===== config.mk =====
export PLATFORM = sky130hd
export DESIGN_NAME = fbh_divider
export DESIGN_NICKNAME = d
export VERILOG_FILES = /design/src/rtl/fbh_pkg.sv /design/src/rtl/fbh_divider.sv
export SDC_FILE = /design/constraint.sdc
export NUM_CORES = 1
export LEC_CHECK = 0
export BUFFER_PORTS_ARGS = -buffer_cell sky130_fd_sc_hd__buf_2
export CORE_MARGIN = 2
export CORE_UTILIZATION = 35
export DETAILED_ROUTE_END_ITERATION = 7
export PLACE_DENSITY_LB_ADDON = 0.08
export SYNTH_ARGS = -nofsm -noshare
export SYNTH_HDL_FRONTEND = slang
export SYNTH_SLANG_ARGS = --single-unit

===== constraint.sdc =====
create_clock -name clk -period 3.5 [get_ports clk]
set_clock_uncertainty 0.1 [all_clocks]
set_input_delay 0.7 -clock clk [delete_from_list [all_inputs] [get_ports clk]]
set_output_delay 0.7 -clock clk [all_outputs]
set_load 0.03 [all_outputs]

===== src/rtl/fbh_pkg.sv =====
// Package with the shared types, codes and sizes of the fixed-bin histogram.
`timescale 1ns / 1ps
package fbh_pkg;
    localparam logic [1:0] OP_ADD     = 2'd0;
    localparam logic [1:0] OP_READ    = 2'd1;
    localparam logic [1:0] OP_SUMMARY = 2'd2;
    localparam logic [1:0] OP_CLEAR   = 2'd3;

    localparam logic [1:0] CFG_ORIGIN = 2'd0;
    localparam logic [1:0] CFG_WIDTH  = 2'd1;
    localparam logic [1:0] CFG_BINS   = 2'd2;

    localparam int CFG_DATA_BITS = 32;
    localparam int QUOT_BITS     = 33;

    typedef struct packed {
        logic [1:0]         opcode;
        logic signed [31:0] sample;
        logic [7:0]         bin_select;
    } item_t;

    typedef struct packed {
        logic [31:0]        bin_value;
        logic               range_error;
        logic [31:0]        underflow_total;
        logic [31:0]        overflow_total;
        logic signed [31:0] smallest_sample;
        logic signed [31:0] largest_sample;
        logic               empty_flag;
        logic [31:0]        sum_of_bins;
        logic [31:0]        peak_bin;
        logic [31:0]        floor_bin;
    } result_t;

    // Request from the control sequencer to the bin divider.
    typedef struct packed {
        logic        start;
        logic [32:0] dividend;
        logic [30:0] divisor;
    } div_req_t;

    typedef struct packed {
        logic        done;
        logic [32:0] quotient;
    } div_rsp_t;
endpackage


===== src/rtl/fbh_divider.sv =====
// Restoring divider that yields one quotient bit per cycle for the bin index.
`timescale 1ns / 1ps
module fbh_divider (
    input  logic                clk,
    input  logic                rst_n,
    input  fbh_pkg::div_req_t   req,
    output fbh_pkg::div_rsp_t   rsp
);
    localparam int CNT_BITS = $clog2(fbh_pkg::QUOT_BITS + 1);

    logic [32:0]         quot_reg;
    logic [32:0]         quot_next;
    logic [31:0]         rem_reg;
    logic [31:0]         rem_next;
    logic [30:0]         dvs_reg;
    logic [30:0]         dvs_next;
    logic [CNT_BITS-1:0] cnt_reg;
    logic [CNT_BITS-1:0] cnt_next;
    logic                busy_reg;
    logic                busy_next;
    logic                done_reg;
    logic                done_next;
    logic [32:0]         trial;

    always_comb
    begin
        quot_next = quot_reg;
        rem_next  = rem_reg;
        dvs_next  = dvs_reg;
        cnt_next  = cnt_reg;
        busy_next = busy_reg;
        done_next = 1'b0;
        trial     = {rem_reg, quot_reg[32]};
        if (req.start)
        begin
            quot_next = req.dividend;
            rem_next  = '0;
            dvs_next  = req.divisor;
            cnt_next  = CNT_BITS'(fbh_pkg::QUOT_BITS);
            busy_next = 1'b1;
        end
        else if (busy_reg)
        begin
            if (trial >= {2'b00, dvs_reg})
            begin
                rem_next  = 32'(trial - {2'b00, dvs_reg});
                quot_next = {quot_reg[31:0], 1'b1};
            end
            else
            begin
                rem_next  = trial[31:0];
                quot_next = {quot_reg[31:0], 1'b0};
            end
            cnt_next = cnt_reg - 1'b1;
            if (cnt_reg == CNT_BITS'(1))
            begin
                busy_next = 1'b0;
                done_next = 1'b1;
            end
        end
    end

    always_ff @(posedge clk or negedge rst_n)
    begin
        if (!rst_n)
        begin
            busy_reg <= 1'b0;
            done_reg <= 1'b0;
            cnt_reg  <= '0;
        end
        else
        begin
            busy_reg <= busy_next;
            done_reg <= done_next;
            cnt_reg  <= cnt_next;
        end
    end

    always_ff @(posedge clk)
    begin
        quot_reg <= quot_next;
        rem_reg  <= rem_next;
        dvs_reg  <= dvs_next;
    end

    assign rsp.done     = done_reg;
    assign rsp.quotient = quot_reg;

    always_ff @(posedge clk)
    begin
        if (rst_n && busy_reg)
            assert (rem_reg < {1'b0, dvs_reg})
            else $error("Partial remainder reached the divisor.");
    end
endmodule


* Word level (Yosys, flattened, before mapping)
Index checks and enable logic that the tools add are counted.
Word-level totals: register bits after elaboration 104, input port bits 67, output and inout port bits 34, word-level logic and storage cells 23
Cells by class: $add $sub $neg 2, magnitude comparators 1, eq/ne operators 1, muxes and demuxes 12, reduce and logical (&&, ||, !) cells 1
Operator list (count):
- $mux W33 | 2
- $ge A33 B31 Y1 | 1
- $mux W32 | 1
- $sub A32 B31 Y32 | 1
- $mux W6 | 2
- $mux W1 | 7
- $eq A6 B1 Y1 const B | 1
- $sub A6 B1 Y6 const B | 1
- $reduce_bool A2 Y1 | 1

* Logic depth before layout (Yosys ltp)
Gate-level depths: netlist of the first run.
depth after elaboration 4, gate-level depth with buffers 13

* Worst setup path before layout of the first run
Ideal clock, no wire load.
path type flip-flop to flip-flop, start point register quot_reg[32], end point register rem_reg[28], arrival 2.944 ns, slack 0.314 ns, stages on the path, launching flop included 14, buffers on the path 0, cell sequence edfxtp_1 > inv_1 > ha_1 > inv_1 > fa_1 > a21o_1 > a221oi_1 > o211ai_1 > o211ai_2 > o21ai_2 > o21a_1 > or3_1 > nand4_1 > a311oi_1
Between the ends: word-level cells in the longest chain between the ends 2, elaborated cells on any way between the ends 3, those cells by class 1 x add/sub; 1 x order compare; 1 x mux
RTL lines:
- start: declaration | line fbh_divider.sv:11 | logic [32:0] quot_reg;
- start signal: assignment | line fbh_divider.sv:81 | quot_reg <= quot_next;
- $sub A32 B31 Y32 / $ge A33 B31 Y1 (equally long branches) | line fbh_divider.sv:46, fbh_divider.sv:44
- $mux W32 * | line fbh_divider.sv:44 | if (trial >= {2'b00, dvs_reg})
- end signal: assignment | line fbh_divider.sv:82 | rem_reg <= rem_next;
- end: declaration | line fbh_divider.sv:13 | logic [31:0] rem_reg;
Mark *: on every way between the ends. The rest lies on a longest branch, timed or not. A chain may end at the register's enable or synchronous reset.

* Worst setup path in the final report of the first run
start point register dvs_reg[4], end point register rem_reg[2]
Between the ends: word-level cells in the longest chain between the ends 2
RTL lines:
- start: declaration | line fbh_divider.sv:15 | logic [30:0] dvs_reg;
- start signal: assignment | line fbh_divider.sv:83 | dvs_reg <= dvs_next;
- $ge A33 B31 Y1 | line fbh_divider.sv:44
- $mux W32 | line fbh_divider.sv:44
Every way passes these cells.

==> results of run 1 <==
-- power breakdown --
part           switching, mW  internal (mW)  leakage [nW]  total, mW
registers              0.188           1.58          1.01       1.77
logic                   1.07          0.730          1.87       1.80
clock network          0.513          0.506         0.148       1.02
total                   1.77           2.82          3.03       4.59
-- cells in the final DEF, fill, tap and decap left out, types with 3 or more instances in the layout --
cell type and instances:
mux2_2 33, inv_1 43, a21o_1 4, o2111ai_1 3, a21oi_1 39, dfxtp_1 32
o21ai_1 3, mux2i_1 11, or3_1 4, nand2b_1 6, and2_1 4, o211ai_1 4
ha_1 33, edfxtp_1 64, buf_4 7, o21bai_1 3, o31a_1 3, inv_8 3
a211o_1 3, nor2_1 70, nor4_1 3, dfrtp_1 7, xor2_1 15, a31oi_1 7
and3_1 5, buf_2 99, nor3_1 14, a211oi_1 28, o21ai_0 19, clkbuf_16 9
nand2_1 23, xnor2_1 14, nand4_1 6, nand3_1 12
-- cells in the mapped netlist, drive strengths merged, types with 12 or more instances --
cell type  number  area share, %
inv            43            2.7
buf            14            1.7
clkbuf         13           0.83
nor2           70            4.5
edfxtp         64             33
nor3           14            1.2
a211oi         30            4.0
o21ai          23            2.0
xor2           15            2.2
a21oi          39            3.3
nand3          12            1.0
mux2           33            6.3
xnor2          14            2.1
dfxtp          32             11
nand2          24            1.8
ha             33            7.0
-- worst max-delay path by stage --
stage                            from                  endpoint  slack (ps)  cells after the start
6_report         dvs_reg[4]$_DFFE_PP_   rem_reg[2]$_SDFFE_PP0P_         270                     11
3_3_place_gp     dvs_reg[4]$_DFFE_PP_   rem_reg[2]$_SDFFE_PP0P_         310                     11
2_1_floorplan  quot_reg[32]$_DFFE_PP_  rem_reg[28]$_SDFFE_PP0P_         310                     13
3_5_place_dp     dvs_reg[4]$_DFFE_PP_   rem_reg[2]$_SDFFE_PP0P_         250                     11
5_1_grt         dvs_reg[26]$_DFFE_PP_   rem_reg[2]$_SDFFE_PP0P_          30                     11
4_1_cts          dvs_reg[4]$_DFFE_PP_   rem_reg[2]$_SDFFE_PP0P_         250                     11
-- kinds of logic (layout without fill, tap and decap cells) --
group	after synthesis	after routing
AOI/OAI and AO/OA	135	135
xor gates and xnor gates	29	29
adders and majority gates	34	34
buffers and inverters	70	165
DFF	104	104
muxes	44	44
and+or+nand+nor	156	156
-- cell type report --
class / instances / area share [%]
clock buffers: 9 / 3.27
clock inverters: 7 / 1.05
flip-flops and latches: 104 / 40.2
repair buffers: 106 / 7.97
inverters: 43 / 2.35
well taps: 220 / 4.00
multi-input cells: 398 / 41.2
-- metrics by stage --
stage,cells,setup slack (ps)
final,887,267
after global routing,887,34.9
after CTS,887,247
after detailed placement,871,249
after global placement,871,309
after floorplan,572,314
-- metal layers --
layer	share of wire [%]	vias up	track usage [%]
met5	0	-	0
met4	1.7	0	4.43
met3	3.1	13	3.82
met2	48	52	25.4
met1	48	2156	20.0
li1	-	2253	-
-- repair_timing --
item,CTS,global route
buffers inserted,0,0
hold endpoints to repair,0,0
setup endpoints to repair,0,3
gates resized for setup,0,1
==> results.toml, run 1 <==
[logic_synthesis]
synth-simple-area-share_pct = 12.4
synth_nets = 673
synth_xor_xnor_area_share_pct = 4.31
ys_seq_elements = 104
synth.distinct_cells = 59
synth.avg_cell_area_um2 = 10.3
synth_ff_type = "edfxtp_1"
yosysWarnings = 0
synthMuxAreaShare_pct = 8.17
ys_async_sr_fraction_pct = 7.69
synth_top_family_by_area = "compound AO/OA/AOI/OAI gates"
seq_area_frac_synth_pct = 46.8
synth_fa_ha_area_share_pct = 7.34
synth_compound_area_share_pct = 15.7
synth_edf_count = 64
synthCells = 572
netlist_area_um2 = 5900

[critical_path]
start_kind = "register"
regToRegSetupSlack_ps = 270
crit_type = "register to register"
r2r_start = "dvs_reg[4]$_DFFE_PP_"
r2r_cells = 11
crit_family = "compound AO/OA/AOI/OAI gates"
critPathRequiredTime_ps = 3640
crit_arrival_ps = 3370
worstPathMaxFanout = 47
crit_buf_inv = 1
path_cells = "inv_1, ha_1, a21o_1, a211o_1, o21a_1, a41o_1, a311o_4, nand2_8, mux2_2, mux2i_1, nor2_1"
endpoint_kind = "register"
cp_slowest_cell = "a311o_4"
slowest_delay_ps = 400
r2r_end = "rem_reg[2]$_SDFFE_PP0P_"

[global_routing]
antenna_found_initial = 0
grt_pass1_wl_mm = 22.2
grt_pass1_vias = 4456
grt_start_max_net_pins = 48
grt_use_total_pct = 15.4
overflow = 0

[die]
core_area_um2 = 16500
io-pin-count = 101
floorplan.rows = 47
dieWidth_um = 134
die_h_um = 134
start_util_pct = 35.7
die_area_um2 = 17900

[routing]
final_antenna_net_count = 0
firstDrtPassIters = 4
initialDrtViolationCount = 224
viasPerCell = 5.04
drc = 0
wirelength_mm = 13.3
routedWlPerCell_um = 14.9
vias = 4474

[cts]
cts_root_buf = "clkbuf_16"
insertion_delay_ps = 360
clk_path_buf_depth = 2
clk_pin_slew_ps = 80
cts_sinks = 104
htreeDepth = 3
cts_tree = "built"
cts_made_buffers = 9
holdBufCountCts = 0

[timing]
hold_ws_ps = 67.3
setup_tns_ps = 0
finalSetupViolations = 0
min_period_ps = 3230
period_share_pct = 92.4
worst_pin_slew_ps = 826
timing.fmax_ghz = 0.309
hold_viol = 0
rsz0062_at_grt = "no"
slew_viol_final = 0
maxSlewHeadroom_pct = 44.9

[finish]
final_nets = 763
area_growth_pct = 16.6
regArea_um2 = 2760
antennaDiodeCount = 0
multiInputGateArea_um2 = 2830
fillers = 1670
drive_above_1_share_pct = 25.2
fin_util_pct = 41.6
largest_reg_flops = 33
final_cell_area_um2 = 6880

[placed_design]
postPlaceCellArea_um2 = 6580
hpwlAfterDp_mm = 9.55
place.gp.congestion = 0.827
port_buffers = 100

[flow_run]
cap_viol_max_count = 0

[run_status]
outcome = "finished, final reports clean"

[power_and_ir_drop]
p_leak_nw = 3.03
p_total_mw = 4.59
vdd_ir_drop_max_v = 0.000265
powerDensity_nw_per_um2 = 667

[min_path]
hold_path_class = "input pin to async pin"
Note: power is estimated with default switching activity, not from simulation.
==> inputs of run 2 (changes only) <==
--- a/config.mk
+++ b/config.mk
@@ -8,4 +8,5 @@
 export BUFFER_PORTS_ARGS = -buffer_cell sky130_fd_sc_hd__buf_2
+export CORE_ASPECT_RATIO = 1.75
 export CORE_MARGIN = 2
-export CORE_UTILIZATION = 35
+export CORE_UTILIZATION = 57
 export DETAILED_ROUTE_END_ITERATION = 7
--- a/constraint.sdc
+++ b/constraint.sdc
@@ -4,2 +4,2 @@
 set_output_delay 0.7 -clock clk [all_outputs]
-set_load 0.03 [all_outputs]
+set_load 0.02 [all_outputs]
==> run 2 against run 1 <==
  * Global-route usage is 7.8 points higher
  * Register-to-register slack barely moved
  * Flip-flop and latch count did not move
  * Largest power group is now registers
  * Largest cell class unchanged
  * Via count is 1.4% higher
  * Utilization increased by 25 points
  * Final area shrank 1.3%
  * Hold slack improved by 2.2 ps
  * Routed wire length decreased by 8.5%
  * Combinational power is 3% lower
  * Sequential share of layout area is 0.51 points higher
==> results.toml, run 2 (synthesis results as in run 1) <==
[critical_path]
cpMostUsedCell = "inv_1"
slowest_delay_ps = 420
cp_slowest_cell = "edfxtp_1"
endpoint_kind = "register"
crit_type = "register to register"
crit_arrival_ps = 3400
path_cells = "inv_1, ha_1, inv_1, fa_1, a21o_1, a221oi_1, buf_4, o2111ai_1, a31oi_1, o221ai_1, a21oi_1, xnor2_1, mux2i_1, a211oi_1"
critPathRequiredTime_ps = 3660
worstPathMaxFanout = 5
start_kind = "register"

[power_and_ir_drop]
powerDensity_nw_per_um2 = 670
vdd_ir_drop_max_v = 0.000381
p_total_mw = 4.55
p_leak_nw = 3.04

[finish]
regArea_um2 = 2760
area_growth_pct = 15.1
final_common_cell = "buf_2"
drive_above_1_share_pct = 25.1
fillers = 850
antennaDiodeCount = 0
multiInputGateArea_um2 = 2830
final_nets = 765
largest_reg_flops = 33
final_cell_mix = "buf_2, nor2_1, edfxtp_1"
instances_no_fill = 796

[timing]
min_period_ps = 3240
period_share_pct = 92.6
maxSlewHeadroom_pct = 48.6
finalSetupViolations = 0
slew_viol_final = 0
hold_viol = 0
timing.fmax_ghz = 0.309
setup_tns_ps = 0
rsz0062_at_grt = "no"
worst_pin_slew_ps = 771
post-route-worst-setup-slack_ps = 259

[die]
io-pin-count = 101
floorplan.rows = 49
start_util_pct = 58.0
dieWidth_um = 80.9
die_area_um2 = 11200
die_h_um = 139
core_area_um2 = 10200

[min_path]
hold_path_class = "input pin to async pin"

[cts]
cts_resized = 0
cts_tree = "built"
post-cts-setup-buffer-count = 0
htreeDepth = 3
insertion_delay_ps = 350
clk_pin_slew_ps = 80
cts_made_buffers = 9
cts_root_buf = "clkbuf_16"
holdBufCountCts = 0
cts_sinks = 104
clk_path_buf_depth = 2

[flow_run]
cap_viol_max_count = 0

[routing]
viasPerCell = 5.70
routedWlPerCell_um = 15.2
firstDrtPassIters = 6
initialDrtViolationCount = 194
vias = 4535
drc = 0
final_antenna_net_count = 0
wirelength_mm = 12.1

[global_routing]
grt_start_max_net_pins = 46
use_met3_pct = 3.91
grt_pass1_wl_mm = 20.8
use_met2_pct = 41.9
grt_busiest_layer = "met2"
grt_pass1_vias = 4806
antenna_found_initial = 0
grt_use_total_pct = 23.1
grt_use_met1_pct = 25.8
overflow = 0

[placed_design]
place_ws_ps = 353
port_buffers = 100
hpwlAfterDp_mm = 8.93
place_inst = 780
place.gp.congestion = 0.882

[run_status]
outcome = "finished, final reports clean"
[run 2: cell types whose count changed in the layout (fill, tap and decap cells not counted), sizes merged]
cell,before,now
buf,106,108
clkinv,4,3
clkbuf,9,10
[run 2: metrics by stage]
step	utilization, %	hold WS, ps	area (µm²)
2_1_floorplan	-	304	5900
3_3_place_gp	63.6	376	6470
3_5_place_dp	63.6	388	6470
4_1_cts	66.7	64.4	6790
5_1_grt	66.7	76.7	6790
6_report	66.7	69.5	6790
[run 2: power breakdown]
part | internal [mW] | switching [mW] | total [mW]
combinational | 0.734 | 1.01 | 1.75
clock | 0.548 | 0.498 | 1.05
sequential | 1.58 | 0.176 | 1.76
[run 2: layout make-up]
type / instances / area share, %
multi-input cells: 398 / 41.6
flip-flops and latches: 104 / 40.7
repair buffers: 108 / 8.29
clock buffers: 10 / 3.68
inverters: 43 / 2.38
well taps: 127 / 2.34
clock inverters: 6 / 0.995
[run 2: worst paths after layout]
path	start	to	slack [ps]	cells after the start
setup reg to reg	quot_reg[32]$_DFFE_PP_	rem_reg[20]$_SDFFE_PP0P_	260	14
max in group asynchronous	rst_n	cnt_reg[1]$_DFFE_PN0P_	3060	1
min in group clk	rem_reg[31]$_SDFFE_PP0P_	rem_reg[31]$_SDFFE_PP0P_	400	2
setup / recovery	quot_reg[32]$_DFFE_PP_	rem_reg[20]$_SDFFE_PP0P_	260	14
hold reg to reg	rem_reg[31]$_SDFFE_PP0P_	rem_reg[31]$_SDFFE_PP0P_	400	2
hold / removal	rst_n	cnt_reg[3]$_DFFE_PN0P_	70	1
[run 2: metal layers]
metal | up-vias | share of wire [%]
met5 | - | 0
li1 | 2264 | -
met1 | 2142 | 40
met2 | 106 | 54
met3 | 23 | 3.5
met4 | 0 | 2.4
[run 2: worst max-delay path: cells and delay by family, from the launching register on]
kind / cells / cell delay [ps]
compound gates: 7 / 1500
fa+ha+maj: 2 / 570
flops: 1 / 420
buf+inv: 3 / 330
xor+xnor: 1 / 140
mux: 1 / 90
==> inputs of run 3 (changes only) <==
- CORE_UTILIZATION: 57 -> 61
- clock period: 3.5 -> 3.8 ns (I/O delays scaled with it)
==> run 3 against run 2 <==
  * Register-to-register slack better by 270 ps
  * Hold slack better by 72 ps
  * Utilization is 5.0 points higher
  * Cell count is 0.88% lower
  * Clock-buffer cell count is 1 lower
  * Via count hardly changed
  * Critical path type unchanged
  * Largest cell class unchanged
  * Highest routed layer unchanged
==> results.toml, run 3 (synthesis results as in run 1) <==
[placed_design]
port_buffers = 100
place.gp.congestion = 0.947
hpwlAfterDp_mm = 8.76
place_ws_ps = 610
postPlaceCellArea_um2 = 6450

[timing]
period_share_pct = 86.2
min_period_ps = 3270
worst_pin_slew_ps = 765
rsz0062_at_grt = "no"
hold_viol = 0
finalSetupViolations = 0
slew_viol_final = 0
timing.fmax_ghz = 0.305
hold_ws_ps = 141
post-route-worst-setup-slack_ps = 526
setup_tns_ps = 0
maxSlewHeadroom_pct = 49.0

[global_routing]
grt_use_total_pct = 24.6
grt_pass1_wl_mm = 21.0
grt_start_max_net_pins = 55
overflow = 0
grt_pass1_vias = 4693
antenna_found_initial = 0

[die]
io-pin-count = 101
dieWidth_um = 78.3
start_util_pct = 62.7
die_area_um2 = 10500
floorplan.rows = 47
core_area_um2 = 9410
die_h_um = 134

[power_and_ir_drop]
p_leak_nw = 3.03
p_total_mw = 4.17
powerDensity_nw_per_um2 = 618
vdd_ir_drop_max_v = 0.000400

[critical_path]
worstPathMaxFanout = 5
crit_type = "register to register"
endpoint_kind = "register"
crit_arrival_ps = 3440
critPathRequiredTime_ps = 3960
start_kind = "register"

[cts]
htreeDepth = 3
cts_resized = 0
cts_root_buf = "clkbuf_16"
cts_made_buffers = 9
post-cts-setup-buffer-count = 0
clk_pin_slew_ps = 70
holdBufCountCts = 0
insertion_delay_ps = 340
clk_path_buf_depth = 2
cts_sinks = 104
cts_tree = "built"

[run_status]
outcome = "finished, final reports clean"

[routing]
viasPerCell = 5.75
wirelength_mm = 12.1
firstDrtPassIters = 5
vias = 4538
routedWlPerCell_um = 15.3
drc = 0
initialDrtViolationCount = 191
final_antenna_net_count = 0

[finish]
drive_above_1_share_pct = 24.7
final_cell_area_um2 = 6750
antennaDiodeCount = 0
area_growth_pct = 14.5
final_cell_mix = "buf_2, nor2_1, edfxtp_1"
final_nets = 763
final_common_cell = "buf_2"
largest_reg_flops = 33

[min_path]
hold_path_class = "input pin to async pin"

[flow_run]
cap_viol_max_count = 0
-- run 3: cell count changes in the layout (fill, tap and decap cells not counted), sizes merged --
cell	delta
bufinv	+1
buf	-2
clkbuf	-1
-- run 3: layout make-up --
type | instances | area [µm²]
clock buffers | 9 | 225
clock inverters | 7 | 76.3
fillers | 718 | 2660
inverters | 43 | 161
multi-input cells | 398 | 2830
flip-flops and latches | 104 | 2760
well taps | 122 | 153
repair buffers | 106 | 548
-- run 3: worst max-delay path, stage by stage, from the launching register on --
cell and delay, ps:
edfxtp_1 430, inv_1 80, ha_1 150, inv_1 50
fa_1 400, a21o_1 210, a221oi_1 300, buf_4 210
o2111ai_1 120, a31oi_1 320, o221ai_1 150, a21oi_1 190
xnor2_1 140, mux2i_1 90, a211oi_1 230
-- run 3: path summary, 6_finish.rpt --
check	endpoint	cells after the start	slack, ps	from
worst max register to register	rem_reg[20]$_SDFFE_PP0P_	14	530	quot_reg[32]$_DFFE_PP_
worst min register to register	rem_reg[31]$_SDFFE_PP0P_	2	400	rem_reg[31]$_SDFFE_PP0P_
worst max-delay path	rem_reg[20]$_SDFFE_PP0P_	14	530	quot_reg[32]$_DFFE_PP_
min in group clk	rem_reg[31]$_SDFFE_PP0P_	2	400	rem_reg[31]$_SDFFE_PP0P_
max in group asynchronous	cnt_reg[4]$_DFFE_PN0P_	1	3290	rst_n
worst min-delay path	cnt_reg[2]$_DFFE_PN0P_	1	140	rst_n
-- run 3: through the flow --
stage                     utilization [%]  std cells
final                                71.8        789
after global routing                 71.8        789
after CTS                            71.8        789
after detailed placement             68.6        773
after global placement               68.6        773
after floorplan                         -        572
-- run 3: power breakdown --
group	internal (mW)	switching [mW]	total, mW
Sequential	1.46	0.159	1.62
Combinational	0.672	0.940	1.61
Clock	0.518	0.427	0.945
-- run 3: metal layers --
metal / share of wire (%) / global-route usage, %
met3: 3.8 / 4.98
met4: 2.0 / 9.36
met1: 40 / 28.6
met2: 54 / 44.1
met5: 0 / 0
